===== config.mk =====
export PLATFORM = sky130hd
export DESIGN_NAME = tpcd_out
export DESIGN_NICKNAME = d
export VERILOG_FILES = /design/src/sv/tpcd_pkg.sv /design/src/sv/tpcd_out.sv
export SDC_FILE = /design/constraint.sdc
export NUM_CORES = 1
export LEC_CHECK = 0
export BUFFER_PORTS_ARGS = -buffer_cell sky130_fd_sc_hd__buf_4
export CORE_UTILIZATION = 50
export CTS_BUF_LIST = sky130_fd_sc_hd__clkbuf_4 sky130_fd_sc_hd__clkbuf_8
export DETAILED_ROUTE_END_ITERATION = 10
export MAX_ROUTING_LAYER = met4
export PLACE_DENSITY = 0.8
export SLEW_MARGIN = 20
export SYNTH_ARGS = -nofsm -noshare
export SYNTH_HDL_FRONTEND = slang
export SYNTH_SLANG_ARGS = --single-unit

===== constraint.sdc =====
create_clock -name clk -period 3.9 [get_ports clk]
set_clock_uncertainty 0.2 [all_clocks]
set_input_delay 0.195 -clock clk [delete_from_list [all_inputs] [get_ports clk]]
set_output_delay 0.195 -clock clk [all_outputs]
set_load 0.01 [all_outputs]

===== src/sv/tpcd_pkg.sv =====
`timescale 1ns / 1ps
`default_nettype none
// ----------------------------------------------------------------------------
// tpcd_pkg
// Shared constants, register indexes, flag struct and width helpers for the
// triangle coverage and plane depth pipeline.
// ----------------------------------------------------------------------------
package tpcd_pkg;

  localparam int REG_WIDTH       = 48;
  localparam int CFG_INDEX_WIDTH = 2;
  localparam int PIXEL_WIDTH     = 16;
  localparam int DEPTH_OUT_WIDTH = 16;
  localparam int COORD_WIDTH_DEF = 16;
  localparam int DEPTH_WIDTH_DEF = 16;

  localparam logic [CFG_INDEX_WIDTH-1:0] REG_VERTEX0 = 2'd0;
  localparam logic [CFG_INDEX_WIDTH-1:0] REG_VERTEX1 = 2'd1;
  localparam logic [CFG_INDEX_WIDTH-1:0] REG_VERTEX2 = 2'd2;

  // Status that travels with each pixel through the pipeline.
  typedef struct packed {
    logic edge_ok;  // the edge functions of all three sides are nonnegative
    logic degen;    // plane normal has a zero z component
    logic neg;      // quotient is negative
    logic ovf;      // quotient magnitude is at or above the clamp limit
  } tpcd_flags_t;

  // Width of a pixel-minus-vertex difference.
  function automatic int dx_width(int cw);
    return ((cw > PIXEL_WIDTH) ? cw : PIXEL_WIDTH) + 1;
  endfunction

  // Width of the nx and ny normal components.
  function automatic int nxy_width(int cw, int dw);
    return (dw + 1) + (cw + 1) + 1;
  endfunction

  // Width of the nz normal component (the divisor).
  function automatic int den_width(int cw);
    return 2 * (cw + 1) + 1;
  endfunction

  // Width of the plane numerator nx*dx + ny*dy.
  function automatic int num_width(int cw, int dw);
    return nxy_width(cw, dw) + dx_width(cw) + 1;
  endfunction

  // Quotient bits that are resolved; larger magnitudes always saturate.
  function automatic int quot_width(int dw);
    return dw + 1;
  endfunction

endpackage

`default_nettype wire


===== src/sv/tpcd_out.sv =====
`timescale 1ns / 1ps
`default_nettype none
// ----------------------------------------------------------------------------
// tpcd_out
// Final stage: signs the quotient, subtracts it from the first vertex depth,
// saturates, and holds the result in the output register.
// ----------------------------------------------------------------------------
module tpcd_out
  import tpcd_pkg::*;
#(
  parameter int DEPTH_WIDTH = DEPTH_WIDTH_DEF
) (
  input  logic                               clk,
  input  logic                               rst,
  input  logic signed [DEPTH_WIDTH-1:0]      z0,
  input  logic                               in_valid,
  output logic                               in_ready,
  input  logic [quot_width(DEPTH_WIDTH)-1:0] quot,
  input  tpcd_flags_t                        flags,
  output logic                               out_valid,
  input  logic                               out_ready,
  output logic                               covered,
  output logic signed [DEPTH_OUT_WIDTH-1:0]  depth,
  output logic                               degenerate
);

  localparam int QB = quot_width(DEPTH_WIDTH);
  localparam int ZW = QB + 3;
  localparam int OW = (DEPTH_WIDTH > DEPTH_OUT_WIDTH) ? DEPTH_WIDTH : DEPTH_OUT_WIDTH;
  localparam logic signed [ZW-1:0] ZHI =
    {{(ZW - DEPTH_WIDTH + 1){1'b0}}, {(DEPTH_WIDTH - 1){1'b1}}};
  localparam logic signed [ZW-1:0] ZLO = ~ZHI;

  logic                          en;
  logic [QB:0]                   qc;
  logic signed [QB+1:0]          qs;
  logic signed [ZW-1:0]          z;
  logic signed [DEPTH_WIDTH-1:0] sat;
  logic signed [OW-1:0]          sat_w;
  logic signed [DEPTH_OUT_WIDTH-1:0] depth_next;

  assign en        = !out_valid || out_ready;
  assign in_ready  = en;

  // A clamped magnitude of 2^QB already pushes the depth past either limit.
  assign qc = flags.ovf ? {1'b1, {QB{1'b0}}} : {1'b0, quot};
  assign qs = flags.neg ? -$signed({1'b0, qc}) : $signed({1'b0, qc});
  assign z  = ZW'(z0) - ZW'(qs);

  always_comb begin
    if (z > ZHI) begin
      sat = ZHI[DEPTH_WIDTH-1:0];
    end else if (z < ZLO) begin
      sat = ZLO[DEPTH_WIDTH-1:0];
    end else begin
      sat = z[DEPTH_WIDTH-1:0];
    end
  end

  assign sat_w      = OW'(sat);
  assign depth_next = flags.degen ? '0 : sat_w[DEPTH_OUT_WIDTH-1:0];

  always_ff @(posedge clk) begin
    if (rst) begin
      out_valid <= 1'b0;
    end else if (en) begin
      out_valid <= in_valid;
    end
  end

  always_ff @(posedge clk) begin
    if (en) begin
      covered    <= flags.edge_ok & !flags.degen;
      depth      <= depth_next;
      degenerate <= flags.degen;
    end
  end

endmodule

`default_nettype wire


== After elaboration in Yosys (flattened, before gate mapping) ==
Cells that the tools add are included.

* Add/subtract/negate cells: 2
* Order comparisons: 2
* Mux-type cells: 4
* Bitwise gates (word level): 1
* Reduce and logical (&&, ||, !) cells: 4

{| class="wikitable"
|+ Operators by type and width
! cell !! number
|-
| $gt 20x16->1 const B || 1
|-
| $lt 20x16->1 const B || 1
|-
| $sub 16x19->20 || 1
|-
| $mux 19 || 1
|-
| $neg 18->19 || 1
|-
| $mux 18 || 1
|-
| $mux 16 || 1
|-
| $mux 15 || 1
|-
| $logic_not 1->1 || 2
|-
| $reduce_or 2->1 || 1
|-
| $and 1x1->1 || 1
|-
| $logic_or 1x1->1 || 1
|}

* Flip-flop bits (word level): 19
* Output and inout bits: 20

== Longest topological paths before layout ==
* Depth in word-level cells: 7
* Mapped depth: 21
* Gate-level depth less buffers: 19

== Worst setup path after synthesis ==
No wires, ideal clock.

* Path type: input to register
* Start: in flags[0] in the netlist's numbering
* End: reg depth[7], data pin
* Library setup time: 0.257 ns
* Arrival: 3.554 ns
* Slack: -0.111 ns
* Cell stages on the path: 21
* Cells stage by stage: clkinv_1 clkbuf_1 nand2_1 ha_1 o21ai_0 o21bai_1 nor2_1 o21ai_0 or3_1 nand4_1 nand3_1 ha_1 a21oi_1 o22ai_1 a211o_1 nor2_1 a221oi_1 or2b_1 o31ai_4 buf_6 o21ai_2

* Word-level cells in the longest chain between the ends: 7
* Elaborated cells on any way between the ends: 8
* Those cells by class: add/sub (2); order compare (2); mux (4)

{| class="wikitable"
|+ Ends and longest elaborated chain
! element !! RTL line !! source
|-
| start: declaration || tpcd_out.sv:19 || <nowiki>input tpcd_flags_t flags,</nowiki>
|-
| $mux 18 (*) || tpcd_out.sv:46 || <nowiki>assign qc = flags.ovf ? {1'b1, {QB{1'b0}}} : {1'b0, quot};</nowiki>
|-
| $neg 18->19 || tpcd_out.sv:47 || <nowiki>assign qs = flags.neg ? -$signed({1'b0, qc}) : $signed({1'b0, qc});</nowiki>
|-
| $mux 19 (*) || tpcd_out.sv:47 ||
|-
| $sub 16x19->20 (*) || tpcd_out.sv:48 || <nowiki>assign z = ZW'(z0) - ZW'(qs);</nowiki>
|-
| $lt 20x16->1 || tpcd_out.sv:53 || <nowiki>end else if (z < ZLO) begin</nowiki>
|-
| $mux 16 || tpcd_out.sv:53 ||
|-
| $mux 15 (*) || tpcd_out.sv:51 || <nowiki>if (z > ZHI) begin</nowiki>
|-
| end signal: assignment || tpcd_out.sv:74 || <nowiki>depth <= depth_next;</nowiki>
|-
| end: declaration || tpcd_out.sv:23 || <nowiki>output logic signed [DEPTH_OUT_WIDTH-1:0] depth,</nowiki>
|}

Mark *: on every way between the ends. The rest lies on a longest branch, timed or not.
A chain may end at the register's enable or synchronous reset.

== Final worst setup path ==
* Start: in quot[4]
* End: reg depth[6], data pin

* Word-level cells in the longest chain between the ends: 7
* Elaborated cells on any way between the ends: 8
* Those cells by class: add/sub (2); order compare (2); mux (4)

{| class="wikitable"
|+ Ends and longest elaborated chain
! element !! RTL line !! source
|-
| start: declaration || tpcd_out.sv:18 || <nowiki>input logic [quot_width(DEPTH_WIDTH)-1:0] quot,</nowiki>
|-
| $mux 18 (*) || tpcd_out.sv:46 ||
|-
| $neg 18->19 || tpcd_out.sv:47 ||
|-
| $mux 19 (*) || tpcd_out.sv:47 ||
|-
| $sub 16x19->20 (*) || tpcd_out.sv:48 ||
|-
| $lt 20x16->1 || tpcd_out.sv:53 ||
|-
| $mux 16 || tpcd_out.sv:53 ||
|-
| $mux 15 (*) || tpcd_out.sv:51 ||
|}

Marks and branches as above.

==> results.yml <==
logic_synthesis:
  yosysUniqueCellTypes: 57
  synth_nets: 326
  ys_seq_elements: 19
  synth-simple-area-share: 0.1998
  yosysWarnings: 0
  synth-xor-area-share: 0.08522
  synth-main-ff-cell: "edfxtp_1"
  synth-edff-count: 18
  async_flop_share: 0
  synthMuxAreaShare: 0
  synth_compound_area_frac: 0.3060
  ys_seq_area_frac: 0.2479
  synthAdderAreaFrac: 0.1195
  synth_top_family_by_area: "compound AO/OA/AOI/OAI gates"
  syn_inst: 264
  syn_area_per_cell_sq_um: 8.564
  synth_area_sq_um: 2261
pwr:
  pwr_density_cell_nw_per_um2: 332.3
  seqPwrFrac: 0.270
  clkPwrFrac: 0.119
  total_power_mw: 1.087
  p_int_mw: 0.6913
  vdd_drop_max_mv: 0.1322
  p_switching_mw: 0.3960
  p_leak_nw: 1.467
  switching_share: 0.3642
  pwr-share-comb: 0.610
grt:
  antenna_found_initial: 0
  grt_pass1_vias: 2223
  grt_usage: 0.2367
  grt_max_degree: 23
  grt-ovfl-total: 0
  grt_pass1_wl_microns: 9280
final_layout:
  fillCellCount: 322
  diodes: 0
  layout-drive-gt1-share: 0.3951
  final_cells: 419
  area_delta_synth_final_pct: 44.72
  fin_nets: 430
place:
  gp_congestion: 0.8614
  placedCellCount: 410
  hpwl_microns: 4535
  dp_slack_ns: -0.2316
  port_buffers: 60
run:
  cap_violations: 0
routing:
  vias_per_cell: 5.518
  avgRoutedWirePerCell_microns: 13.10
  drt-initial-drc-count: 92
  route.detailed.drc: 0
  routed_wl_microns: 5490
  vias: 2312
  dr.pass1.iters: 4
  postRouteAntennaNets: 0
clocking:
  cts-root-buf: "clkbuf_8"
  clockBufferDepth: 2
  cts_tree: "built"
  clkTransAtPathRegs_ns: 0.07
  cts_htree_levels: 1
  clk_latency_ns: 0.25
  cts_made_buffers: 3
  clkSinkCount: 19
die:
  die_h_microns: 69.25
  io_pins: 61
  floorplan.initialDensity: 0.5193
  core-area_sq_um: 4354
  placementRows: 24
  dieWidth_microns: 69.25
  die_area_sq_um: 4795
sta:
  finalSetupViolCount: 0
  tightestPinTransition_ns: 0.8529
  slew_viol_final: 0
  finalCritPeriodShare: 0.9653
  setup_ws_ns: 0.1355
  max_freq_mhz: 265.6
  hold_viol: 0
  slew_headroom: 0.4314
  layout_min_cycle_time_ns: 3.764
status:
  status: "finished clean"
setup_path:
  r2r-start: "out_valid$_SDFFE_PP0P_"
  critical_path.endpoint_type: "register"
  cp.required_ns: 3.70
  critical_path_class: "in -> reg"
  startpoint: "quot[4]"
  rrSetupSlack_ns: 1.92
  reg2reg_to: "out_valid$_SDFFE_PP0P_"
  worstSetupEndpoint: "depth[6]$_SDFFCE_PP0P_"
  critPathLaunchType: "input pin"
  reg2reg_depth: 3
  crit_fanout: 6
  critPathArrivalTime_ns: 3.57
worst_hold_path:
  hp-class: "in -> reg"
==> worst max-delay path: stages <==
cell and delay [ns]:
buf_4 0.13, nor3_4 0.21, nand2_1 0.07, o311a_1 0.31, a31o_2 0.25, o211ai_1 0.16, o21ai_0 0.13, ha_1 0.33
a21o_1 0.22, o21bai_1 0.19, a211o_1 0.29, nor2_2 0.13, a221oi_2 0.08, or2b_1 0.27, o31ai_4 0.25, buf_6 0.16
clkbuf_16 0.14, o21ai_2 0.05
==> metal layers <==
layer,global-route usage,up-vias,part of all wire
li1,-,1195,-
met1,0.2869,1039,0.44
met2,0.4110,70,0.50
met3,0.02180,8,0.040
met4,0.08163,0,0.015
met5,-,-,0
==> logic make-up (layout without fill, tap and decap cells) <==
family,after synthesis,in the layout
AOI/OAI and AO/OA,93,93
xor gates and xnor gates,22,22
adders and majority gates,21,21
buffers and inverters,19,122
DFF,19,19
and+or+nand+nor,90,90
==> how the worst min path moves through the flow <==
stage | start | to | slack, ns | cells past startpoint
floorplan | rst | out_valid$_SDFFE_PP0P_ | 0.06 | 1
detailed placement | rst | out_valid$_SDFFE_PP0P_ | 0.16 | 2
global route | flags[3] | covered$_DFFE_PP_ | 0.05 | 2
CTS | flags[3] | covered$_DFFE_PP_ | 0.06 | 2
global placement | rst | out_valid$_SDFFE_PP0P_ | 0.15 | 2
finish | flags[3] | covered$_DFFE_PP_ | 0.06 | 2
==> layout make-up <==
class | instances | area (sq um) | share of cell area
Clock inverter | 1 | 5.005 | 0.001530
Sequential cell | 19 | 560.5 | 0.1713
Multi-Input combinational cell | 226 | 1704 | 0.5208
Timing Repair Buffer | 106 | 849.6 | 0.2597
Tap cell | 52 | 65.06 | 0.01989
Clock buffer | 3 | 41.29 | 0.01262
Inverter | 12 | 46.29 | 0.01415
==> power by group through the flow <==
stage	Clock [mW]	Sequential, mW	Combinational [mW]
after floorplan	0	0.324	0.345
after global placement	0	0.297	0.606
after detailed placement	0	0.299	0.621
after CTS	0.132	0.295	0.626
after global routing	0.144	0.299	0.724
final	0.130	0.294	0.664
==> layout by cell type (no fill, tap or decap), types with 2 or more instances in the layout <==
cell type,Yosys,layout
a21o_1,5,5
a21oi_1,10,9
a21oi_2,3,3
a31oi_1,6,6
and2_1,2,2
and3_1,2,2
buf_12,0,2
buf_4,0,99
clkbuf_8,0,3
clkinv_2,0,2
dlygate4sd3_1,0,3
edfxtp_1,18,18
ha_1,20,18
inv_1,11,11
nand2_1,29,28
nand2b_1,6,6
nand3_1,4,2
nand3_2,0,2
nand3b_1,2,2
nand4_1,2,2
nor2_1,17,16
nor2b_1,8,8
nor2b_2,2,2
nor3_1,8,5
nor3_2,0,2
o2111ai_1,2,2
o211ai_1,3,3
o21a_1,5,5
o21ai_0,23,21
o21ai_1,1,3
o21ai_2,11,11
o22ai_1,2,2
o31a_1,2,2
o31ai_1,4,4
xnor2_1,15,14
xor2_1,7,7
==> sequential cells by signal, indices dropped and copies added, names as in the netlist <==
| name | cells |
|---|---|
| degenerate | 1 |
| depth | 16 |
| out_valid | 1 |
| covered | 1 |
==> stage by stage <==
stage	instance area [sq um]	utilization	hold slack (ns)	setup TNS, ns
6_report	3272	0.7514	0.05554	0
3_3_place_gp	3065	0.7040	0.1547	-2.177
3_5_place_dp	3065	0.7040	0.1555	-3.070
2_1_floorplan	2276	-	0.06407	0
4_1_cts	3142	0.7216	0.06292	0
5_1_grt	3272	0.7514	0.05225	-0.07747
==> synthesized netlist by cell type, types with 6 or more instances <==
cell type / instances / area share
nor3_1: 8 / 0.018
o21ai_2: 11 / 0.043
nor2b_1: 8 / 0.022
o21ai_0: 23 / 0.051
nor2_1: 17 / 0.028
a31oi_1: 6 / 0.017
nand2b_1: 6 / 0.017
xnor2_1: 15 / 0.058
nand2_1: 29 / 0.048
a21oi_1: 10 / 0.022
xor2_1: 7 / 0.027
inv_1: 11 / 0.018
edfxtp_1: 18 / 0.24
ha_1: 20 / 0.11
==> what timing repair did <==
item	in CTS	in global routing
hold endpoints to repair	2	0
resized for setup	0	19
hold buffers	3	0
buffers inserted	0	1
endpoints found under the setup margin	0	15
(Power assumes the default switching activity.)
