`config.mk`:
```
export PLATFORM = sky130hd
export DESIGN_NAME = tpcd_div
export DESIGN_NICKNAME = d
export VERILOG_FILES = /design/src/sv/tpcd_pkg.sv /design/src/sv/tpcd_div.sv
export SDC_FILE = /design/constraint.sdc
export NUM_CORES = 2
export LEC_CHECK = 0
export ABC_CLOCK_PERIOD_IN_PS = 20200
export BUFFER_PORTS_ARGS = -buffer_cell sky130_fd_sc_hd__buf_2
export CORE_MARGIN = 1
export CORE_UTILIZATION = 55
export DETAILED_ROUTE_END_ITERATION = 8
export GPL_ROUTABILITY_DRIVEN = 0
export MAX_ROUTING_LAYER = met4
export PLACE_DENSITY = 0.7
export SETUP_SLACK_MARGIN = 0.3
export SLEW_MARGIN = 40
export SYNTH_ARGS = -nofsm -noshare
export SYNTH_HDL_FRONTEND = slang
export SYNTH_SLANG_ARGS = --single-unit
```
`constraint.sdc`:
```
create_clock -name clk -period 20.2 [get_ports clk]
set_clock_uncertainty 0.1 [all_clocks]
set_input_delay 4.04 -clock clk [delete_from_list [all_inputs] [get_ports clk]]
set_output_delay 4.04 -clock clk [all_outputs]
set_load 0.02 [all_outputs]
```
`src/sv/tpcd_pkg.sv`:
```
`timescale 1ns / 1ps
`default_nettype none
// ----------------------------------------------------------------------------
// tpcd_pkg
// Shared constants, register indexes, flag struct and width helpers for the
// triangle coverage and plane depth pipeline.
// ----------------------------------------------------------------------------
package tpcd_pkg;

  localparam int REG_WIDTH       = 48;
  localparam int CFG_INDEX_WIDTH = 2;
  localparam int PIXEL_WIDTH     = 16;
  localparam int DEPTH_OUT_WIDTH = 16;
  localparam int COORD_WIDTH_DEF = 16;
  localparam int DEPTH_WIDTH_DEF = 16;

  localparam logic [CFG_INDEX_WIDTH-1:0] REG_VERTEX0 = 2'd0;
  localparam logic [CFG_INDEX_WIDTH-1:0] REG_VERTEX1 = 2'd1;
  localparam logic [CFG_INDEX_WIDTH-1:0] REG_VERTEX2 = 2'd2;

  // Status that travels with each pixel through the pipeline.
  typedef struct packed {
    logic edge_ok;  // the edge functions of all three sides are nonnegative
    logic degen;    // plane normal has a zero z component
    logic neg;      // quotient is negative
    logic ovf;      // quotient magnitude is at or above the clamp limit
  } tpcd_flags_t;

  // Width of a pixel-minus-vertex difference.
  function automatic int dx_width(int cw);
    return ((cw > PIXEL_WIDTH) ? cw : PIXEL_WIDTH) + 1;
  endfunction

  // Width of the nx and ny normal components.
  function automatic int nxy_width(int cw, int dw);
    return (dw + 1) + (cw + 1) + 1;
  endfunction

  // Width of the nz normal component (the divisor).
  function automatic int den_width(int cw);
    return 2 * (cw + 1) + 1;
  endfunction

  // Width of the plane numerator nx*dx + ny*dy.
  function automatic int num_width(int cw, int dw);
    return nxy_width(cw, dw) + dx_width(cw) + 1;
  endfunction

  // Quotient bits that are resolved; larger magnitudes always saturate.
  function automatic int quot_width(int dw);
    return dw + 1;
  endfunction

endpackage

`default_nettype wire

```
`src/sv/tpcd_div.sv`:
```
`timescale 1ns / 1ps
`default_nettype none
// ----------------------------------------------------------------------------
// tpcd_div
// Pipelined restoring divider on magnitudes: a range check stage, then one
// quotient bit per stage, most significant first.
// ----------------------------------------------------------------------------
module tpcd_div
  import tpcd_pkg::*;
#(
  parameter int COORD_WIDTH = COORD_WIDTH_DEF,
  parameter int DEPTH_WIDTH = DEPTH_WIDTH_DEF
) (
  input  logic                                           clk,
  input  logic                                           rst,
  input  logic                                           in_valid,
  output logic                                           in_ready,
  input  logic [num_width(COORD_WIDTH, DEPTH_WIDTH)-1:0] num_mag,
  input  logic [den_width(COORD_WIDTH)-1:0]              den_mag,
  input  tpcd_flags_t                                    flags_in,
  output logic                                           out_valid,
  input  logic                                           out_ready,
  output logic [quot_width(DEPTH_WIDTH)-1:0]             quot,
  output tpcd_flags_t                                    flags_out
);

  localparam int NUMW = num_width(COORD_WIDTH, DEPTH_WIDTH);
  localparam int DENW = den_width(COORD_WIDTH);
  localparam int QB   = quot_width(DEPTH_WIDTH);
  localparam int RW   = (NUMW > DENW + QB + 1) ? NUMW : DENW + QB + 1;
  localparam int NS   = QB + 1;

  logic [RW-1:0]   r_q [NS];
  logic [DENW-1:0] d_q [NS];
  logic [QB-1:0]   q_q [NS];
  tpcd_flags_t     f_q [NS];
  logic [NS-1:0]   v_q;
  logic [NS-1:0]   en;

  genvar s;
  for (s = 0; s < NS; s++) begin : g_stage
    localparam int SH = (s == 0) ? QB : QB - s;

    logic [RW-1:0]   src_r;
    logic [DENW-1:0] src_d;
    logic [QB-1:0]   src_q;
    tpcd_flags_t     src_f;
    logic            src_v;
    logic [RW-1:0]   dsh;
    logic            ge;
    logic [RW-1:0]   r_next;
    logic [QB-1:0]   q_next;
    tpcd_flags_t     f_next;

    if (s == 0) begin : g_first
      assign src_r = RW'(num_mag);
      assign src_d = den_mag;
      assign src_q = '0;
      assign src_f = flags_in;
      assign src_v = in_valid;
    end else begin : g_next
      assign src_r = r_q[s-1];
      assign src_d = d_q[s-1];
      assign src_q = q_q[s-1];
      assign src_f = f_q[s-1];
      assign src_v = v_q[s-1];
    end

    if (s == NS - 1) begin : g_last_en
      assign en[s] = !v_q[s] || out_ready;
    end else begin : g_mid_en
      assign en[s] = !v_q[s] || en[s+1];
    end

    assign dsh = RW'(src_d) << SH;
    assign ge  = (src_r >= dsh);

    if (s == 0) begin : g_range
      // Flags a quotient too large to matter: the depth saturates anyway.
      always_comb begin
        r_next     = src_r;
        q_next     = src_q;
        f_next     = src_f;
        f_next.ovf = ge;
      end
    end else begin : g_bit
      always_comb begin
        r_next     = ge ? (src_r - dsh) : src_r;
        q_next     = src_q;
        q_next[SH] = ge;
        f_next     = src_f;
      end
    end

    always_ff @(posedge clk) begin
      if (rst) begin
        v_q[s] <= 1'b0;
      end else if (en[s]) begin
        v_q[s] <= src_v;
      end
    end

    always_ff @(posedge clk) begin
      if (en[s]) begin
        r_q[s] <= r_next;
        d_q[s] <= src_d;
        q_q[s] <= q_next;
        f_q[s] <= f_next;
      end
    end
  end

  assign in_ready  = en[0];
  assign out_valid = v_q[NS-1];
  assign quot      = q_q[NS-1];
  assign flags_out = f_q[NS-1];

endmodule

`default_nettype wire

```
## Word level (Yosys, flattened, before mapping)

Memory sizes are Yosys's and may differ from the RTL's.
Index checks and enable logic that the tools add are counted.

- Memory bits (writable): 1962
- Flip-flop bits (word level): 18
- Input port bits: 96
- Output and inout bits: 23
- Memories: 4
- Logic and storage cells: 146

- Muxes and demuxes: 53
- Reduce and logical (&&, ||, !) cells: 36
- Add/sub/neg operators: 17
- Order comparisons: 18

Memories:

| name | words | bits a word | rd ports | clocked after Yosys merged registers in | write ports | RTL line | RTL |
|---|---|---|---|---|---|---|---|
| r_q | 18 | 53 | 17 | 0 | 18 | tpcd_div.sv:33 | `logic [RW-1:0] r_q [NS];` |
| d_q | 18 | 35 | 17 | 0 | 18 | tpcd_div.sv:34 | `logic [DENW-1:0] d_q [NS];` |
| q_q | 18 | 17 | 18 | 0 | 18 | tpcd_div.sv:35 | `logic [QB-1:0] q_q [NS];` |
| f_q | 18 | 4 | 18 | 0 | 18 | tpcd_div.sv:36 | `tpcd_flags_t f_q [NS];` |

Operator list:

| kind | number |
|---|---|
| two-way mux 53 bit | 17 |
| greater-or-equal comparator 53 x 35 -> 1 bit | 1 |
| greater-or-equal comparator 53 x 36 -> 1 bit | 1 |
| greater-or-equal comparator 53 x 37 -> 1 bit | 1 |
| greater-or-equal comparator 53 x 38 -> 1 bit | 1 |
| greater-or-equal comparator 53 x 39 -> 1 bit | 1 |
| greater-or-equal comparator 53 x 40 -> 1 bit | 1 |
| greater-or-equal comparator 53 x 41 -> 1 bit | 1 |
| greater-or-equal comparator 53 x 42 -> 1 bit | 1 |
| greater-or-equal comparator 53 x 43 -> 1 bit | 1 |
| greater-or-equal comparator 53 x 44 -> 1 bit | 1 |
| greater-or-equal comparator 53 x 45 -> 1 bit | 1 |
| greater-or-equal comparator 53 x 46 -> 1 bit | 1 |
| greater-or-equal comparator 53 x 47 -> 1 bit | 1 |
| greater-or-equal comparator 53 x 48 -> 1 bit | 1 |
| greater-or-equal comparator 53 x 49 -> 1 bit | 1 |
| greater-or-equal comparator 53 x 50 -> 1 bit | 1 |
| greater-or-equal comparator 53 x 51 -> 1 bit | 1 |
| greater-or-equal comparator 53 x 52 -> 1 bit | 1 |
| subtractor 53 x 35 -> 53 bit | 1 |
| subtractor 53 x 36 -> 53 bit | 1 |
| subtractor 53 x 37 -> 53 bit | 1 |
| subtractor 53 x 38 -> 53 bit | 1 |
| subtractor 53 x 39 -> 53 bit | 1 |
| 15 further kinds | 84 |

## Longest topological paths before layout

- Depth after elaboration: 21
- Depth in mapped cells: 16
- Mapped depth without buffers: 14

## Worst setup path before layout

Ideal clock, no wire load.

- Kind: input-to-output
- Start: input port out_ready
- End: output port in_ready
- Stages: 10
- Buffers on the path: 0
- Data required time: 16.060 ns
- Arrival: 14.361 ns
- Setup slack: 1.699 ns
- Cells stage by stage: nor2b_1 and2_1 inv_1 nor2_1 and2_1 inv_1 nor3_1 nand3_1 nor2_1 nand3_1

- Cells in the longest elaborated chain, start to end: 18

Ends and longest elaborated chain:

| what | RTL line | RTL |
|---|---|---|
| from (decl) | tpcd_div.sv:22 | `input logic out_ready,` |
| logical OR 1 bit | tpcd_div.sv:70 | `assign en[s] = !v_q[s] \|\| out_ready;` |
| logical OR 1 bit | tpcd_div.sv:72 | `assign en[s] = !v_q[s] \|\| en[s+1];` |
| named net en[16] | tpcd_div.sv:38 | `logic [NS-1:0] en;` |
| logical OR 1 bit (4 in series) | tpcd_div.sv:72 |  |
| named net en[12] | tpcd_div.sv:38 |  |
| logical OR 1 bit (9 in series) | tpcd_div.sv:72 |  |
| named net en[3] | tpcd_div.sv:38 |  |
| logical OR 1 bit (3 in series) | tpcd_div.sv:72 |  |
| to (decl) | tpcd_div.sv:17 | `output logic in_ready,` |

The timed path passes the listed nets, and every way through them passes these cells.

## Final worst setup path

Same ends and word-level chain as after synthesis.

==> summary.md <==
| Metric | Value |
|---|---|
| WHS | `301 ps` |
| Overflow after GRT | `0` |
| WP data required | `16060 ps` |
| H-tree depth | `4` |
| Placement-stage cell area | `98600 um^2` |
| Worst vdd ir | `0.106 mV` |
| Fin worst setup slack | `8260 ps` |
| Share of cell area taken by muxes after synthesis | `0.00749` |
| Area added between synthesis and finish | `9.75%` |
| Total number of nets in the final design | `9557` |
| Worst path slowest cell | `sky130_fd_sc_hd__nor2_1` |
| Final setup violation count | `0` |
| Share of async-settable or async-resettable flops after synthesis | `0` |
| Clock edge transition at the registers on the reported setup and hold paths | `60 ps` |
| Overall routing resource usage | `0.234` |
| Count of buffers inserted at the top-level ports | `117` |
| TritonCTS clock tree | `yes` |
| Critical path type | `in2out` |
| Biggest area consumer among synthesized cells | `sky130_fd_sc_hd__edfxtp_1` |
| Worst Reg2Reg Path Length in Cells | `14` |
| Setup TNS | `0 ps` |
| Power after layout | `15.5 mW` |
| Top Family by Delay on Critical Path | `simple AND/OR/NAND/NOR gates` |
| Number of global-route vias before repair | `64200` |
| Antenna violations before repair | `2` |
| Unrepaired setup endpoints after global routing | `no` |
| Number of DRC violations after detailed-routing iteration 0 | `4749` |
| Core Box Area | `172000 um^2` |
| CTS root buffer | `sky130_fd_sc_hd__clkbuf_16` |
| Post-CTS setup buffer count | `0` |
| Pin count of the biggest net entering global routing | `97` |
| Number of rows in the core area | `152` |
| Post-Synth Adder-Cell Area | `0.0859` |
| Detailed-route wire length | `201 mm` |
| Critical Path End Type | `primary output` |
| Remaining DRCs | `0` |
| Main area contributors after synthesis | `sky130_fd_sc_hd__edfxtp_1, sky130_fd_sc_hd__ha_1, sky130_fd_sc_hd__o21ai_0` |
| Top-count cell post-synth | `sky130_fd_sc_hd__edfxtp_1` |
| Number of distinct library cells after synthesis | `99` |
| Depth of the worst hold-timing path | `0` |
| Number of standard cells after synthesis | `8706` |
| Avg Synthesized Cell Area | `11.0 um^2` |
| Xor/xnor share of the synthesized area | `0.0578` |
| Complex-gate fraction of the synthesized area | `0.145` |
| Synth Area in Simple Gates | `0.116` |
| Data arrival time of the worst path | `7800 ps` |
| Setup WS pre-CTS | `8230 ps` |
| CP max stage delay | `580 ps` |
| Sequential area share after synthesis | `0.545` |
| Total power density per cell area | `147 nW/um^2` |
| Count of max-cap constraint violations | `0` |
| Hold Fails Final Rpt | `0` |
| First-pass GRT wire length | `319 mm` |
| Post-synthesis cell area | `95500 um^2` |
| Final worst path period need | `11940 ps` |
| Vias | `64900` |
| Average via count per standard cell | `5.75` |
| Final ANT Viol Nets | `0` |
| Slew at the pin closest to its max-slew limit | `915 ps` |
| Total CTS buffers | `185` |
| Static Leakage | `42.5 nW` |
| Post-synth net total | `9448` |
| Ys Warns | `0` |
| Horiz. Die Dim | `419 um` |
| Initial Utilization | `0.555` |
| Final cell area excluding filler cells | `105000 um^2` |
| Fraction of post-synthesis cell area in the top cell type by area | `0.541` |
| CP cell instances | `buf_2 -> nor2b_1 -> and2_1 -> inv_4 -> nor2_1 -> and2_1 -> inv_4 -> nor3_1 -> buf_4 -> nand3_4 -> nor2_1 -> nand3_4 -> buf_4 -> buf_2` |
| Detailed-routing iteration count for the pre-antenna-repair pass | `8` |
| Buffer and inverter count on the worst path | `6` |
| Maximum fanout along the worst path | `44` |
| Share of layout cells above drive strength 1 | `0.0684` |
| Most frequently used flop master after synthesis | `sky130_fd_sc_hd__edfxtp_1` |
| WL per Instance | `17.8 um` |
| Number of storage elements in the synthesis netlist | `1739` |
| Number of filler instances in the final layout | `13300` |
| DIE AREA | `175000 um^2` |
| Hold bufs inserted after CTS | `0` |
| Number of sinks on the clock net | `1739` |
| CTS-repair resized insts | `0` |
| Post-route clock period utilization | `0.591` |
| Maximum number of buffers from clock root to sink | `3` |
| Type of the tightest min-delay check | `reg2reg` |
| Synth top cells by count | `sky130_fd_sc_hd__edfxtp_1, sky130_fd_sc_hd__inv_1, sky130_fd_sc_hd__nand2_1, sky130_fd_sc_hd__o21ai_0, sky130_fd_sc_hd__a21oi_1` |
| Startpoint kind of the worst setup timing path | `input port` |
| Critical path depth | `14` |
| Clock latency reported for the late side of the worst-skew pair | `810 ps` |
| Combinational family with the most area after synthesis | `compound AO/OA/AOI/OAI gates` |
| HPWL Detailed | `155 mm` |
| Status | `finished, final reports clean` |
| Top-level I/O count | `119` |
| Number of slew-limit violations in the final report | `0` |
| Post-synth EDFFs | `1721` |
| F_max | `83.8 MHz` |
| Chip Height | `419 um` |
| Remaining max-slew budget at the tightest pin | `0.384` |
## through the flow
step	cells	util
detailed placement	10900	0.573
global route	11300	0.609
global placement	10900	0.573
floorplan	8706	-
finish	11300	0.609
CTS	11300	0.608
## per-layer routing
layer / wire (um) / track usage / up-vias
met5: 0 / - / -
met3: 7030 / 0.0263 / 732
li1: - / - / 32100
met1: 71700 / 0.219 / 30000
met4: 14800 / 0.161 / 0
met2: 107000 / 0.443 / 2015
## worst paths after layout
check / slack [ps] / end / start
min: 300 / q_q[12][14] / q_q[11][14]
max reg2reg: 15360 / r_q[10][35] / r_q[9][7]
max: 8260 / in_ready / out_ready
min reg2reg: 300 / q_q[12][14] / q_q[11][14]
## cells by family (layout without fill, tap and decap cells)
group	count (synthesis)	after routing
and+or+nand+nor	2312	2312
AOI/OAI and AO/OA	2254	2254
DFF	1739	1739
buffers and inverters	1061	1320
adders and majority gates	646	646
xor gates and xnor gates	630	630
muxes	64	64
other	0	2
## worst register-to-register path: cells and delay by family (launching register included)
kind / cells / cell delay (ps)
flip-flops: 1 / 380
adder cells (fa/ha/maj): 2 / 420
AND/OR/NAND/NOR: 2 / 270
buffers and inverters: 3 / 1020
multiplexers: 1 / 360
AO/OA/AOI/OAI: 6 / 2040
## final cells by class
| cell class | count | area (um^2) | share of cell area |
|---|---|---|---|
| Sequential cell | 1739 | 52000 | 0.496 |
| Multi-Input combinational cell | 5906 | 39700 | 0.379 |
| Clock buffer | 220 | 4870 | 0.0464 |
| Inverter | 810 | 3060 | 0.0291 |
| Tap cell | 2310 | 2890 | 0.0276 |
| Clock inverter | 117 | 1190 | 0.0114 |
| Timing Repair Buffer | 173 | 1110 | 0.0106 |
| Antenna cell | 2 | 5.00 | 0.0000477 |
## flip-flops by register name (all words and copies together) (netlist names)
register and flops:
d_q 595, q_q 153, g_stage.src_v 17, r_q 901, out_valid 1, f_q 72
## cell usage in the layout (no fill, tap or decap), types with 34 or more instances in the layout
master / instances
sky130_fd_sc_hd__a21o_1: 288
sky130_fd_sc_hd__and3_1: 74
sky130_fd_sc_hd__nor3_1: 139
sky130_fd_sc_hd__ha_1: 630
sky130_fd_sc_hd__clkbuf_16: 190
sky130_fd_sc_hd__buf_2: 117
sky130_fd_sc_hd__a31oi_1: 68
sky130_fd_sc_hd__o21a_1: 80
sky130_fd_sc_hd__edfxtp_1: 1721
sky130_fd_sc_hd__o21ai_0: 663
sky130_fd_sc_hd__nand3_1: 153
sky130_fd_sc_hd__nor2_1: 520
sky130_fd_sc_hd__inv_1: 800
sky130_fd_sc_hd__nor2b_1: 79
sky130_fd_sc_hd__mux2_2: 59
sky130_fd_sc_hd__clkinv_1: 44
sky130_fd_sc_hd__a21oi_1: 659
sky130_fd_sc_hd__nand2_1: 790
sky130_fd_sc_hd__xnor2_1: 321
sky130_fd_sc_hd__a211oi_1: 50
sky130_fd_sc_hd__o21bai_1: 82
sky130_fd_sc_hd__nand4_1: 130
sky130_fd_sc_hd__or3_1: 45
sky130_fd_sc_hd__o31ai_1: 47
sky130_fd_sc_hd__xor2_1: 309
sky130_fd_sc_hd__buf_4: 45
sky130_fd_sc_hd__and2_1: 34
sky130_fd_sc_hd__nand2b_1: 78
sky130_fd_sc_hd__nor4_1: 86
sky130_fd_sc_hd__o211ai_1: 45
## power by group
part           switching [mW]  internal, mW  leakage [nW]
Sequential              0.580          5.27          18.0
Combinational            3.59          2.66          21.5
Clock                    1.36          1.99          2.93
Total                    5.53          9.93          42.5
No activity file was read; power rests on OpenSTA's default activity.
